`src/hdl/gpio_pkg.sv`:
```
// ----------------------------------------------------------------------------
// GPIO port package
// Shared constants, register indexes and types for the GPIO port with
// configuration lock.
// ----------------------------------------------------------------------------
package gpio_pkg;

    // Number of pins that are present on the port (8 to 16).
    localparam int PIN_COUNT = 16;

    // Pins at or above PIN_COUNT read as zero and ignore writes.
    localparam logic [15:0] PIN_MASK = 16'((32'd1 << PIN_COUNT) - 32'd1);

    // Configuration reset value: every pin is a floating input.
    localparam logic [31:0] CFG_RESET = 32'h4444_4444;

    // Bit of the lock register that carries the key.
    localparam int KEY_POS = 16;

    typedef logic [2:0] reg_index_t;

    // Bus access codes.
    localparam logic OP_READ  = 1'b0;
    localparam logic OP_WRITE = 1'b1;

    // Register indexes.
    localparam reg_index_t REG_CFG_LOW  = 3'd0;
    localparam reg_index_t REG_CFG_HIGH = 3'd1;
    localparam reg_index_t REG_IN_DATA  = 3'd2;
    localparam reg_index_t REG_OUT_DATA = 3'd3;
    localparam reg_index_t REG_LOCK     = 3'd4;

endpackage

```
`src/hdl/gpio_req_if.sv`:
```
// ----------------------------------------------------------------------------
// GPIO request channel
// One bus access word: opcode, register index, write data and pin levels.
// ----------------------------------------------------------------------------
interface gpio_req_if import gpio_pkg::*; ();

    logic        valid;
    logic        ready;
    logic        opcode;
    reg_index_t  reg_index;
    logic [31:0] write_data;
    logic [15:0] pin_levels;

    modport source (
        output valid,
        output opcode,
        output reg_index,
        output write_data,
        output pin_levels,
        input  ready
    );

    modport sink (
        input  valid,
        input  opcode,
        input  reg_index,
        input  write_data,
        input  pin_levels,
        output ready
    );

endinterface

```
`src/hdl/gpio_rsp_if.sv`:
```
// ----------------------------------------------------------------------------
// GPIO response channel
// One result word: read data, output levels and the lock status.
// ----------------------------------------------------------------------------
interface gpio_rsp_if import gpio_pkg::*; ();

    logic        valid;
    logic        ready;
    logic [31:0] read_data;
    logic [15:0] output_levels;
    logic        port_locked;

    modport source (
        output valid,
        output read_data,
        output output_levels,
        output port_locked,
        input  ready
    );

    modport sink (
        input  valid,
        input  read_data,
        input  output_levels,
        input  port_locked,
        output ready
    );

endinterface

```
`src/hdl/gpio_port_with_config_lock.sv`:
```
// ----------------------------------------------------------------------------
// GPIO port with configuration lock
// A port of up to sixteen pins behind five registers, with a key sequence
// that locks the configuration nibbles of selected pins until reset.
//
//   Channel  Direction  Contents
//   req      in         opcode, reg_index, write_data, pin_levels
//   rsp      out        read_data, output_levels, port_locked
//
// One word is accepted per cycle unless rsp stalls; each word passes through
// the input register and then the result register, which presents its response.
// The word is captured in an input register, all register updates happen as it
// moves on to the result register, and the response is held there.
// When rsp stalls, the input register keeps one more word and then req.ready
// drops until the result register is taken.
// Reset sets the valid flags and port state at once; there is no clearing pass.
// ----------------------------------------------------------------------------
module gpio_port_with_config_lock
    import gpio_pkg::*;
(
    input  logic            clk,
    input  logic            rst_n,
    gpio_req_if.sink        req,
    gpio_rsp_if.source      rsp
);

    // Progress through the key sequence.
    localparam logic [1:0] STEP_IDLE  = 2'd0;
    localparam logic [1:0] STEP_ONE   = 2'd1;
    localparam logic [1:0] STEP_ZERO  = 2'd2;
    localparam logic [1:0] STEP_ARMED = 2'd3;

    // Input register.
    logic        in_valid_reg;
    logic        in_opcode_reg;
    reg_index_t  in_index_reg;
    logic [31:0] in_data_reg;
    logic [15:0] in_pins_reg;

    // Result register.
    logic        out_valid_reg;
    logic [31:0] out_read_reg;
    logic [15:0] out_levels_reg;
    logic        out_locked_reg;

    // Port state.
    logic [31:0] cfg_low_reg,   cfg_low_next;
    logic [31:0] cfg_high_reg,  cfg_high_next;
    logic [15:0] out_data_reg,  out_data_next;
    logic [15:0] lock_bits_reg, lock_bits_next;
    logic        lock_key_reg,  lock_key_next;
    logic [1:0]  lock_step_reg, lock_step_next;

    logic        advance;
    logic [31:0] read_next;
    logic [15:0] pin_locked;
    logic [31:0] low_mask;
    logic [31:0] high_mask;
    logic [15:0] wr_bits;
    logic        wr_key;
    logic        wr_same;

    // The word in the input register moves on when the result register is free.
    assign advance   = in_valid_reg && (!out_valid_reg || rsp.ready);
    assign req.ready = !in_valid_reg || advance;

    assign pin_locked = lock_key_reg ? lock_bits_reg : 16'h0000;
    assign wr_bits    = in_data_reg[15:0] & PIN_MASK;
    assign wr_key     = in_data_reg[KEY_POS];
    assign wr_same    = (wr_bits == lock_bits_reg);

    always_comb
    begin
        for (int i = 0; i < 8; i++)
        begin
            low_mask[i*4 +: 4]  = (PIN_MASK[i] && !pin_locked[i]) ? 4'hF : 4'h0;
            high_mask[i*4 +: 4] = (PIN_MASK[i+8] && !pin_locked[i+8]) ? 4'hF : 4'h0;
        end
    end

    always_comb
    begin
        cfg_low_next   = cfg_low_reg;
        cfg_high_next  = cfg_high_reg;
        out_data_next  = out_data_reg;
        lock_bits_next = lock_bits_reg;
        lock_key_next  = lock_key_reg;
        lock_step_next = lock_step_reg;
        read_next      = 32'h0000_0000;

        if (in_opcode_reg == OP_WRITE)
        begin
            unique case (in_index_reg)
                REG_CFG_LOW:
                begin
                    cfg_low_next = (cfg_low_reg & ~low_mask) | (in_data_reg & low_mask);
                end
                REG_CFG_HIGH:
                begin
                    cfg_high_next = (cfg_high_reg & ~high_mask) | (in_data_reg & high_mask);
                end
                REG_OUT_DATA:
                begin
                    out_data_next = in_data_reg[15:0] & PIN_MASK;
                end
                REG_LOCK:
                begin
                    if (!lock_key_reg)
                    begin
                        priority if (lock_step_reg == STEP_ONE && !wr_key && wr_same)
                        begin
                            lock_step_next = STEP_ZERO;
                        end
                        else if (lock_step_reg == STEP_ZERO && wr_key && wr_same)
                        begin
                            lock_step_next = STEP_ARMED;
                        end
                        else
                        begin
                            // Any other write restarts the sequence.
                            lock_bits_next = wr_bits;
                            lock_step_next = wr_key ? STEP_ONE : STEP_IDLE;
                        end
                    end
                end
                default:
                begin
                end
            endcase
        end
        else
        begin
            unique case (in_index_reg)
                REG_CFG_LOW:  read_next = cfg_low_reg;
                REG_CFG_HIGH: read_next = cfg_high_reg;
                REG_IN_DATA:  read_next = {16'h0000, in_pins_reg & PIN_MASK};
                REG_OUT_DATA: read_next = {16'h0000, out_data_reg};
                REG_LOCK:
                begin
                    read_next = {15'h0000, lock_key_reg, lock_bits_reg};
                    // The read that follows a complete key sequence locks the port.
                    if (!lock_key_reg)
                    begin
                        lock_key_next  = (lock_step_reg == STEP_ARMED);
                        lock_step_next = STEP_IDLE;
                    end
                end
                default:      read_next = 32'h0000_0000;
            endcase
        end
    end

    always_ff @(posedge clk or negedge rst_n)
    begin
        if (!rst_n)
        begin
            in_valid_reg  <= 1'b0;
            out_valid_reg <= 1'b0;
            cfg_low_reg   <= CFG_RESET;
            cfg_high_reg  <= CFG_RESET;
            out_data_reg  <= 16'h0000;
            lock_bits_reg <= 16'h0000;
            lock_key_reg  <= 1'b0;
            lock_step_reg <= STEP_IDLE;
        end
        else
        begin
            if (req.ready)
            begin
                in_valid_reg <= req.valid;
            end
            if (advance)
            begin
                out_valid_reg <= 1'b1;
                cfg_low_reg   <= cfg_low_next;
                cfg_high_reg  <= cfg_high_next;
                out_data_reg  <= out_data_next;
                lock_bits_reg <= lock_bits_next;
                lock_key_reg  <= lock_key_next;
                lock_step_reg <= lock_step_next;
            end
            else if (rsp.ready)
            begin
                out_valid_reg <= 1'b0;
            end
        end
    end

    always_ff @(posedge clk)
    begin
        if (req.valid && req.ready)
        begin
            in_opcode_reg <= req.opcode;
            in_index_reg  <= req.reg_index;
            in_data_reg   <= req.write_data;
            in_pins_reg   <= req.pin_levels;
        end
        if (advance)
        begin
            out_read_reg   <= read_next;
            out_levels_reg <= out_data_next;
            out_locked_reg <= lock_key_next;
        end
    end

    assign rsp.valid         = out_valid_reg;
    assign rsp.read_data     = out_read_reg;
    assign rsp.output_levels = out_levels_reg;
    assign rsp.port_locked   = out_locked_reg;

    // Once locked, the port stays locked and its lock bits are frozen.
    assert property (@(posedge clk) disable iff (!rst_n)
        lock_key_reg |=> lock_key_reg && $stable(lock_bits_reg))
        else $error("lock state changed after the port was locked");

    // The key is set only by a lock read that follows a complete sequence.
    assert property (@(posedge clk) disable iff (!rst_n)
        !lock_key_reg ##1 lock_key_reg |->
            $past(advance && in_opcode_reg == OP_READ && in_index_reg == REG_LOCK
                  && lock_step_reg == STEP_ARMED))
        else $error("port locked without a complete key sequence");

    // A pending result is never overwritten while the response is stalled.
    assert property (@(posedge clk) disable iff (!rst_n)
        out_valid_reg && !rsp.ready |=> out_valid_reg && $stable(out_read_reg))
        else $error("stalled result was lost or changed");

    // Low configuration nibbles of locked pins never change.
    assert property (@(posedge clk) disable iff (!rst_n)
        lock_key_reg |=> ((cfg_low_reg ^ $past(cfg_low_reg)) & ~low_mask) == 32'h0)
        else $error("locked low configuration nibble was written");

    // Absent pins never drive an output level.
    assert property (@(posedge clk) disable iff (!rst_n)
        (out_data_reg & ~PIN_MASK) == 16'h0000)
        else $error("output data set on an absent pin");

endmodule
```
`src/flat_wrapper.sv`:
```
// flat-port wrapper written by rule: the top's interface ports become plain ports
module gpio_port_with_config_lock_flat import gpio_pkg::*;
  (clk, rst_n, req_valid, req_opcode, req_reg_index, req_write_data, req_pin_levels, req_ready, rsp_valid, rsp_read_data, rsp_output_levels, rsp_port_locked, rsp_ready);
  gpio_req_if req_i ();
  gpio_rsp_if rsp_i ();
  input  logic clk;
  input  logic rst_n;
  input wire logic [$bits(req_i.valid)-1:0] req_valid;
  input wire logic [$bits(req_i.opcode)-1:0] req_opcode;
  input wire logic [$bits(req_i.reg_index)-1:0] req_reg_index;
  input wire logic [$bits(req_i.write_data)-1:0] req_write_data;
  input wire logic [$bits(req_i.pin_levels)-1:0] req_pin_levels;
  output wire logic [$bits(req_i.ready)-1:0] req_ready;
  output wire logic [$bits(rsp_i.valid)-1:0] rsp_valid;
  output wire logic [$bits(rsp_i.read_data)-1:0] rsp_read_data;
  output wire logic [$bits(rsp_i.output_levels)-1:0] rsp_output_levels;
  output wire logic [$bits(rsp_i.port_locked)-1:0] rsp_port_locked;
  input wire logic [$bits(rsp_i.ready)-1:0] rsp_ready;
  assign req_i.valid = req_valid;
  assign req_i.opcode = req_opcode;
  assign req_i.reg_index = req_reg_index;
  assign req_i.write_data = req_write_data;
  assign req_i.pin_levels = req_pin_levels;
  assign req_ready = req_i.ready;
  assign rsp_valid = rsp_i.valid;
  assign rsp_read_data = rsp_i.read_data;
  assign rsp_output_levels = rsp_i.output_levels;
  assign rsp_port_locked = rsp_i.port_locked;
  assign rsp_i.ready = rsp_ready;
  gpio_port_with_config_lock u_core (.clk(clk), .rst_n(rst_n), .req(req_i), .rsp(rsp_i));
endmodule
```
`config.mk`:
```
export PLATFORM = sky130hd
export DESIGN_NAME = gpio_port_with_config_lock_flat
export DESIGN_NICKNAME = d
export VERILOG_FILES = /design/src/hdl/gpio_pkg.sv /design/src/hdl/gpio_req_if.sv /design/src/hdl/gpio_rsp_if.sv /design/src/hdl/gpio_port_with_config_lock.sv /design/src/flat_wrapper.sv
export SDC_FILE = /design/constraint.sdc
export NUM_CORES = 1
export LEC_CHECK = 0
export BUFFER_PORTS_ARGS = -buffer_cell sky130_fd_sc_hd__buf_2
export CAP_MARGIN = 0
export CORE_ASPECT_RATIO = 1.5
export CORE_MARGIN = 10
export CORE_UTILIZATION = 30
export CTS_CLUSTER_DIAMETER = 100
export DETAILED_ROUTE_END_ITERATION = 12
export GPL_TIMING_DRIVEN = 0
export PLACE_DENSITY_LB_ADDON = 0.15
export REMOVE_ABC_BUFFERS = 1
export SLEW_MARGIN = 20
export SYNTH_ARGS = -nofsm -noshare
export SYNTH_HDL_FRONTEND = slang
export SYNTH_SLANG_ARGS = --single-unit
```
`constraint.sdc`:
```
create_clock -name clk -period 2.6 [get_ports clk]
set_input_delay 0.13 -clock clk [delete_from_list [all_inputs] [get_ports clk]]
set_output_delay 0.13 -clock clk [all_outputs]
set_load 0.1 [all_outputs]
```
* Word-level counts from Yosys, hierarchy flattened
Index checks and enable logic that the tools add are counted.
Word-level totals: output and inout bits 51, input port bits 56, register bits after elaboration 202, word-level logic and storage cells 84
Operators by class: eq/ne operators 8, reductions and logical operators 17, mux-type cells 33, bitwise gates (word level) 11
Operators by type and width (number):
- one-hot mux 32 bit (5 select lines) | 1
- AND 32 bit | 4
- two-way mux 4 bit | 16
- inverter 32 bit | 2
- OR 32 bit | 2
- two-way mux 16 bit | 3
- == test 16 bit | 1
- two-way mux 2 bit | 7
- AND reduction 3 bit | 3
- == test 3 x 2 -> 1 bit (second input constant) | 2
- logical AND 1 bit | 6
- two-way mux 1 bit | 6
- AND reduction 6 bit | 1
- == test 2 bit (second input constant) | 2
- == test 3 x 1 -> 1 bit (second input constant) | 1
- == test 3 bit (second input constant) | 1
- logical NOT 1 bit | 3
- logical NOT 3 bit | 1
- inverter 1 bit | 3
- == test 2 x 1 -> 1 bit (second input constant) | 1
- logical OR 1 bit | 2
- nonzero test 2 bit | 1

* Logic depth before layout (Yosys ltp)
Gate-level depths: netlist (run 1).
depth in word-level cells 8, mapped depth 7, depth with buffers taken out 6

* Worst setup path after synthesis (run 1)
Ideal clock, no wire load.
path kind reg2reg, start point register u_core.out_valid_reg, in the netlist u_core.rsp.valid, end point register u_core.in_data_reg[0], enable pin, data required time 2185 ps, arrival time 3050 ps, buffers on the path 0, library setup time 415 ps, stages on the path, launching flop included 3, clock period less this slack 3465 ps, path slack -865 ps, cell sequence dfrtp_1 -> nand3b_1 -> and2_1
Between the ends: word-level cells in the longest chain between the ends 5
RTL lines:
- start, declared | line gpio_port_with_config_lock.sv:41 | logic out_valid_reg;
- start signal, assigned | line gpio_port_with_config_lock.sv:158 | out_valid_reg <= 1'b0;
- start signal, assigned | line gpio_port_with_config_lock.sv:174 | out_valid_reg <= 1'b1;
- start signal, assigned | line gpio_port_with_config_lock.sv:184 | out_valid_reg <= 1'b0;
- logical NOT 1 bit | line gpio_port_with_config_lock.sv:64 | assign advance = in_valid_reg && (!out_valid_reg || rsp.ready);
- logical OR 1 bit | line gpio_port_with_config_lock.sv:64
- logical AND 1 bit | line gpio_port_with_config_lock.sv:64
- logical OR 1 bit | line gpio_port_with_config_lock.sv:65 | assign req.ready = !in_valid_reg || advance;
- via req_ready | line flat_wrapper.sv:13 | output wire logic [$bits(req_i.ready)-1:0] req_ready;
- logical AND 1 bit | line gpio_port_with_config_lock.sv:191 | if (req.valid && req.ready)
- end signal, assigned | line gpio_port_with_config_lock.sv:195 | in_data_reg <= req.write_data;
- end, declared | line gpio_port_with_config_lock.sv:37 | logic [31:0] in_data_reg;
The timed path passes the listed nets, and every way through them passes these cells. A chain may end at the register's enable or synchronous reset.

* Worst setup path in the final report (run 1)
start point register u_core.in_index_reg[2], end point register u_core.out_levels_reg[6], in the netlist u_core.rsp.output_levels[6], data pin
Between the ends: word-level cells in the longest chain between the ends 3
RTL lines:
- start, declared | line gpio_port_with_config_lock.sv:36 | reg_index_t in_index_reg;
- start signal, assigned | line gpio_port_with_config_lock.sv:194 | in_index_reg <= req.reg_index;
- == test 3 x 2 -> 1 bit | line gpio_port_with_config_lock.sv:93 | unique case (in_index_reg)
- two-way mux 16 bit | line gpio_port_with_config_lock.sv:93
- two-way mux 16 bit | line gpio_port_with_config_lock.sv:91 | if (in_opcode_reg == OP_WRITE)
- via u_core.out_data_next[6] | line gpio_port_with_config_lock.sv:49 | logic [15:0] out_data_reg, out_data_next;
- end signal, assigned | line gpio_port_with_config_lock.sv:201 | out_levels_reg <= out_data_next;
- end, declared | line gpio_port_with_config_lock.sv:43 | logic [15:0] out_levels_reg;
The timed path passes the listed nets, and every way through them passes these cells.

==> run metrics, run 1 <==
global-route wire length before repair 32800 um; Fillers 2597; CTS Buf Count 22; library cell with the largest summed area after synthesis edfxtp_1; final core utilization 39.4%; remaining max-slew budget at the tightest pin 45.2%; worst reg2reg endpoint u_core.rsp.output_levels[6]; reg-to-reg setup timing slack 200 ps; total track usage 12.0%; number of placement rows 74; Ports 107; Slew Viols, Final 0; number of violations reported at the end of detailed-routing iteration 0 159; number of distinct standard cells referenced by the synthesized netlist 37; IO Port Bufs 106; via total after detailed routing 5067; sequential power share 46.5%; top cell type's share of synthesized area 36.2%; Skew-Pair Late Insertion Delay 510 ps; crit end category flip-flop; Peak Freq 0.416 GHz; post-layout worst setup margin 197 ps; Setup Crit Path Kind flip-flop to flip-flop; WP data required 2850 ps; share of power burned in the clock network 33.0%; Worst Path Max Fanout 16; grt ovf 0; number of antenna violations at the first check in global routing 0; final estimated routing congestion in global placement 0.724; total setup violations reported at the end of the flow 0; total core area 27400 um^2; count of flip-flops with a built-in enable after synthesis 101; worst r2r src u_core.in_index_reg[2]; share of synthesized area occupied by flip-flops and latches 66.6%; layout cells sized above 1 40.2%; ranking of synthesized cells by instance count 102 x mux2_2, 101 x edfxtp_1, 85 x dfrtp_1; final-stage net count 794; worst reg-to-reg path cell count 3; most frequently used cell type in the post-synthesis netlist mux2_2; leakage 4.51 nW; synthesized area divided by synthesized cell count 15.0 um^2; die area 35100 um^2; share of the clock period used by the worst path 92.4%; wire length reported by the detailed router 20900 um; data arrival at the endpoint of the critical path 2650 ps; max cap viols 0; Ant. Diodes 0; Mapped Cells 557; Clock Sink Count 202; clk buf depth 3; relative contribution of combinational cells to total power 20.5%; die extent in y 225 um; count of endpoints failing hold in the final timing report 0; dpl ws -259 ps; worst hold path class input pin to asynchronous set/reset pin; Synth Flop Type edfxtp_1; TritonCTS clock tree built; growth of design area from synthesis to finish 28.9%; worst vdd rail ir drop 528 uV; P_sw 0.00281 W; startpoint type of the worst setup path flip-flop; clock root buffer clkbuf_16; post-detailed-route via-to-cell ratio 4.62; total standard cell area after synthesis 8380 um^2; count of unresolved DRC violations after routing 0; run status complete, no violations; post-route antenna net violation count 0; post-synthesis async set-or-reset flop share 50.0%; 1st-pass router iterations 4; cells taking the most area after synthesis edfxtp_1 36%, dfrtp_1 25%, mux2_2 14%; final worst path period need 2400 ps; Int Pwr 0.00670 W; maximum level of the CTS H-tree 1; Yosys warnings 0; Chip Width 156 um; slew at the pin with the worst max-slew slack 821 ps; pin count of the biggest net entering global routing 57; vias in the first global route 5787; setup repair after global routing missed its margin no; HPWL Detailed 14000 um; per-cell routed wire length 19.1 um; Sw Share 29.5%; starting utilization of the core area 30.6%; flops & latches, synth 202; Setup Skew 11.1 ps; power density cells 881 nW/um^2; Clock Pin Slew Worst Setup and Hold Paths 60 ps
[metal layers]
metal | track usage [%] | up-vias | wire length [um]
li1 | - | 2417 | -
met1 | 13.1 | 2527 | 8140
met2 | 22.9 | 93 | 11600
met3 | 1.78 | 30 | 721
met4 | 4.24 | 0 | 483
met5 | 0 | - | 0
[area by class of cell]
cell class | count | area [um^2] | share of cell area, %
Timing Repair Buffer | 182 | 1360 | 12.6
Clock inverter | 12 | 110 | 1.02
Multi-Input combinational cell | 327 | 2690 | 24.9
Clock buffer | 28 | 614 | 5.69
Inverter | 3 | 18.8 | 0.174
Tap cell | 342 | 428 | 3.96
Sequential cell | 202 | 5580 | 51.7
[worst max path at each step]
stage / startpoint / endpoint / depth (start not counted)
after detailed placement: u_core.in_index_reg[1] / u_core.lock_bits_reg[2] / 7
after global placement: u_core.rsp.valid / flip-flop / 6
final: u_core.in_index_reg[2] / u_core.rsp.output_levels[6] / 3
after floorplan: u_core.rsp.valid / flip-flop / 6
after CTS: u_core.rsp.valid / flip-flop / 6
after global routing: u_core.in_index_reg[2] / u_core.rsp.read_data[5] / 4
[placed cells by master, fill, tap and decap left out, types with 3 or more instances in the layout]
master	count
a21o_1	17
a22oi_1	32
and2_1	16
buf_16	3
buf_2	105
buf_4	10
buf_6	3
buf_8	3
clkbuf_1	3
clkbuf_16	23
clkinv_2	7
dfrtp_1	85
dfstp_2	16
dlygate4sd3_1	56
edfxtp_1	101
mux2_2	102
mux2_4	10
mux2i_1	16
nand2_1	53
nand2b_1	3
nand4_1	4
nor2_1	16
o22ai_1	16
xnor2_1	16
[critical path, stage by stage, from the launching register on]
cell and delay (ps):
edfxtp_1 720, nor2b_1 380, nand3_2 550, mux2_2 500
[cell families (layout without fill, tap and decap cells)]
family | count (synthesis) | count (layout) | synth area share, %
AO/OA/AOI/OAI | 71 | 71 | 6.08
buffers and inverters | 28 | 225 | 1.63
flip-flops | 202 | 202 | 66.6
multiplexers | 128 | 128 | 17.4
AND/OR/NAND/NOR | 112 | 112 | 6.57
XOR/XNOR | 16 | 16 | 1.67
[power groups by stage]
stage / clock network [W] / registers, W / logic (W)
after global routing: 0.00336 / 0.00450 / 0.00210
final: 0.00314 / 0.00442 / 0.00195
after global placement: 0 / 0.00448 / 0.00179
after floorplan: 0 / 0.00505 / 0.000862
after detailed placement: 0 / 0.00449 / 0.00189
after CTS: 0.00325 / 0.00442 / 0.00198
[through the flow]
| stage | cells | cell area, um^2 | hold WS, ps | total power (W) | setup TNS [ps] |
|---|---|---|---|---|---|
| floorplan | 532 | 8250 | -166 | 0.00591 | -129110 |
| global placement | 980 | 9210 | 309 | 0.00628 | -297300 |
| detailed placement | 989 | 9410 | 148 | 0.00638 | -12840 |
| CTS | 1090 | 10700 | 183 | 0.00965 | 0 |
| global route | 1096 | 10800 | 204 | 0.00996 | 0 |
| finish | 1096 | 10800 | 161 | 0.00951 | 0 |
[timing repair]
| action | CTS | global route |
|---|---|---|
| hold buffers | 56 | 0 |
| hold endpoints to repair | 109 | 0 |
| endpoints found under the setup margin | 89 | 51 |
| pin swaps | 1 | 1 |
| cloned | 0 | 0 |
| gates resized for setup | 2 | 2 |
| buffers inserted | 5 | 6 |
No activity file was read; power rests on OpenSTA's default activity.
==> run 2: changes to the inputs <==
CORE_UTILIZATION = 52   (was 30)
==> run 2 against run 1 <==
Net effect:
- final cell count down 14%
- register-to-register slack worse by 50 ps
- sequential share of layout area up 1.6 points
- worst hold slack better by 2.3 ps
- power down 3.2%
- largest cell class unchanged
- die area down 38%
- critical path type unchanged
- highest routed layer unchanged
- global-route usage up 5.3 points
- critical path depth up 3
- routed wire length down 11%
- non-clock buffer count down 9
==> run metrics, run 2 (synthesis gave the netlist of run 1 again) <==
Ant. Diodes 0; IO Port Bufs 106; post-detailed-route via-to-cell ratio 5.47; number of antenna violations at the first check in global routing 0; setup repair after global routing missed its margin no; Skew-Pair Late Insertion Delay 490 ps; power density cells 880 nW/um^2; CTS Buf Count 20; crit end category flip-flop; Finished Layout Cells 944; worst r2r src u_core.rsp.valid; global-route wire length before repair 30000 um; hold slack 163 ps; number of placement rows 56; Clock Sink Count 202; worst vdd rail ir drop 769 uV; growth of design area from synthesis to finish 24.9%; worst reg-to-reg path cell count 6; final estimated routing congestion in global placement 0.775; final-stage net count 783; leakage 4.42 nW; Setup Skew 9.60 ps; HPWL Detailed 12200 um; starting utilization of the core area 53.1%; Setup Crit Path Kind flip-flop to flip-flop; clk buf depth 3; layout cells sized above 1 38.7%; post-route antenna net violation count 0; TritonCTS clock tree built; Ports 107; Peak Freq 0.407 GHz; Chip Width 124 um; most common library cell in the layout ignoring fill and taps buf_2; worst hold path class input pin to asynchronous set/reset pin; final worst path period need 2460 ps; share of the clock period used by the worst path 94.5%; via total after detailed routing 5162; Clock Pin Slew Worst Setup and Hold Paths 60 ps; per-cell routed wire length 19.7 um; pin count of the biggest net entering global routing 53; fin area 10500 um^2; startpoint type of the worst setup path flip-flop; wire length reported by the detailed router 18600 um; count of unresolved DRC violations after routing 0; maximum level of the CTS H-tree 1; total track usage 17.4%; clock root buffer clkbuf_16; grt ovf 0; slew at the pin with the worst max-slew slack 785 ps; vias in the first global route 5693; Worst Path Max Fanout 29; Placement Cell Area 9190 um^2; die extent in y 175 um; count of endpoints failing hold in the final timing report 0; data arrival at the endpoint of the critical path 2830 ps; die area 21700 um^2; total core area 15800 um^2; total setup violations reported at the end of the flow 0; Cell Count Post-Placement 847; remaining max-slew budget at the tightest pin 47.5%; number of violations reported at the end of detailed-routing iteration 0 336; Slew Viols, Final 0; 1st-pass router iterations 4; max cap viols 0; run status complete, no violations; Fillers 1165; top library cells by usage in the layout, fill and taps aside 105 x buf_2, 102 x mux2_2, 101 x edfxtp_1, 85 x dfrtp_1, 56 x dlygate4sd3_1; reg-to-reg setup timing slack 140 ps; WP data required 2970 ps
run 2: changes by cell type in the layout (fill, tap and decap cells not counted), sizes merged:
cell      before  now
clkbuf        28   26
buf          126  116
clkinvlp       1    0
run 2: routing by layer:
layer  global-route usage (%)  part of all wire (%)  vias up
met5                        0                     0        -
met4                     5.65                   1.9        0
met3                     3.50                   5.0       30
met2                     30.8                    54      118
met1                     20.2                    39     2623
li1                         -                     -     2391
run 2: timing repair:
item / CTS / global route
endpoints found under the setup margin: 56 / 39
hold endpoints to repair: 104 / 0
pin swaps: 0 / 1
setup buffers: 3 / 2
gates resized for setup: 2 / 1
hold buffers: 56 / 0
run 2: how the worst max path moves through the flow:
stage                                 startpoint                 endpoint  slack, ps
after floorplan                 u_core.rsp.valid                flip-flop      -1030
after global placement          u_core.rsp.valid                flip-flop      -2020
after detailed placement  u_core.in_index_reg[1]  u_core.lock_bits_reg[4]       -450
after CTS                       u_core.rsp.valid                flip-flop         20
after global routing            u_core.rsp.valid                flip-flop         50
final                           u_core.rsp.valid                flip-flop        140
run 2: report_power, final:
part           leakage, nW  internal, W  total (W)  switching, W
logic                 1.87     0.000765    0.00193       0.00116
registers             2.23      0.00405    0.00442      0.000363
clock network        0.324      0.00170    0.00286       0.00116
total                 4.42      0.00652    0.00921       0.00269
run 2: layout make-up:
| type | count | area (um^2) | share of cell area (%) |
|---|---|---|---|
| tap | 203 | 254 | 2.43 |
| clock inverter | 11 | 100 | 0.956 |
| sequential | 202 | 5580 | 53.3 |
| inverter | 3 | 18.8 | 0.179 |
| multi-input combinational | 327 | 2680 | 25.6 |
| timing repair buffer | 173 | 1290 | 12.3 |
| clock buffer | 25 | 551 | 5.26 |
run 2: metrics by stage:
stage | TNS, ps | power [W] | setup slack (ps) | utilization [%]
5_1_grt | 0 | 0.00960 | 48.2 | 66.4
2_1_floorplan | -129110 | 0.00591 | -1030 | -
3_3_place_gp | -250300 | 0.00623 | -2020 | 57.3
6_report | 0 | 0.00921 | 143 | 66.4
3_5_place_dp | -14230 | 0.00635 | -453 | 58.3
4_1_cts | 0 | 0.00929 | 20.9 | 66.2
run 2: critical path, cell delays in order (launching register included):
cell and delay [ps]:
dfrtp_1 390, nand2b_1 130, nand2_2 370, inv_8 350, nand3_1 390, a21o_1 370
mux2_2 300
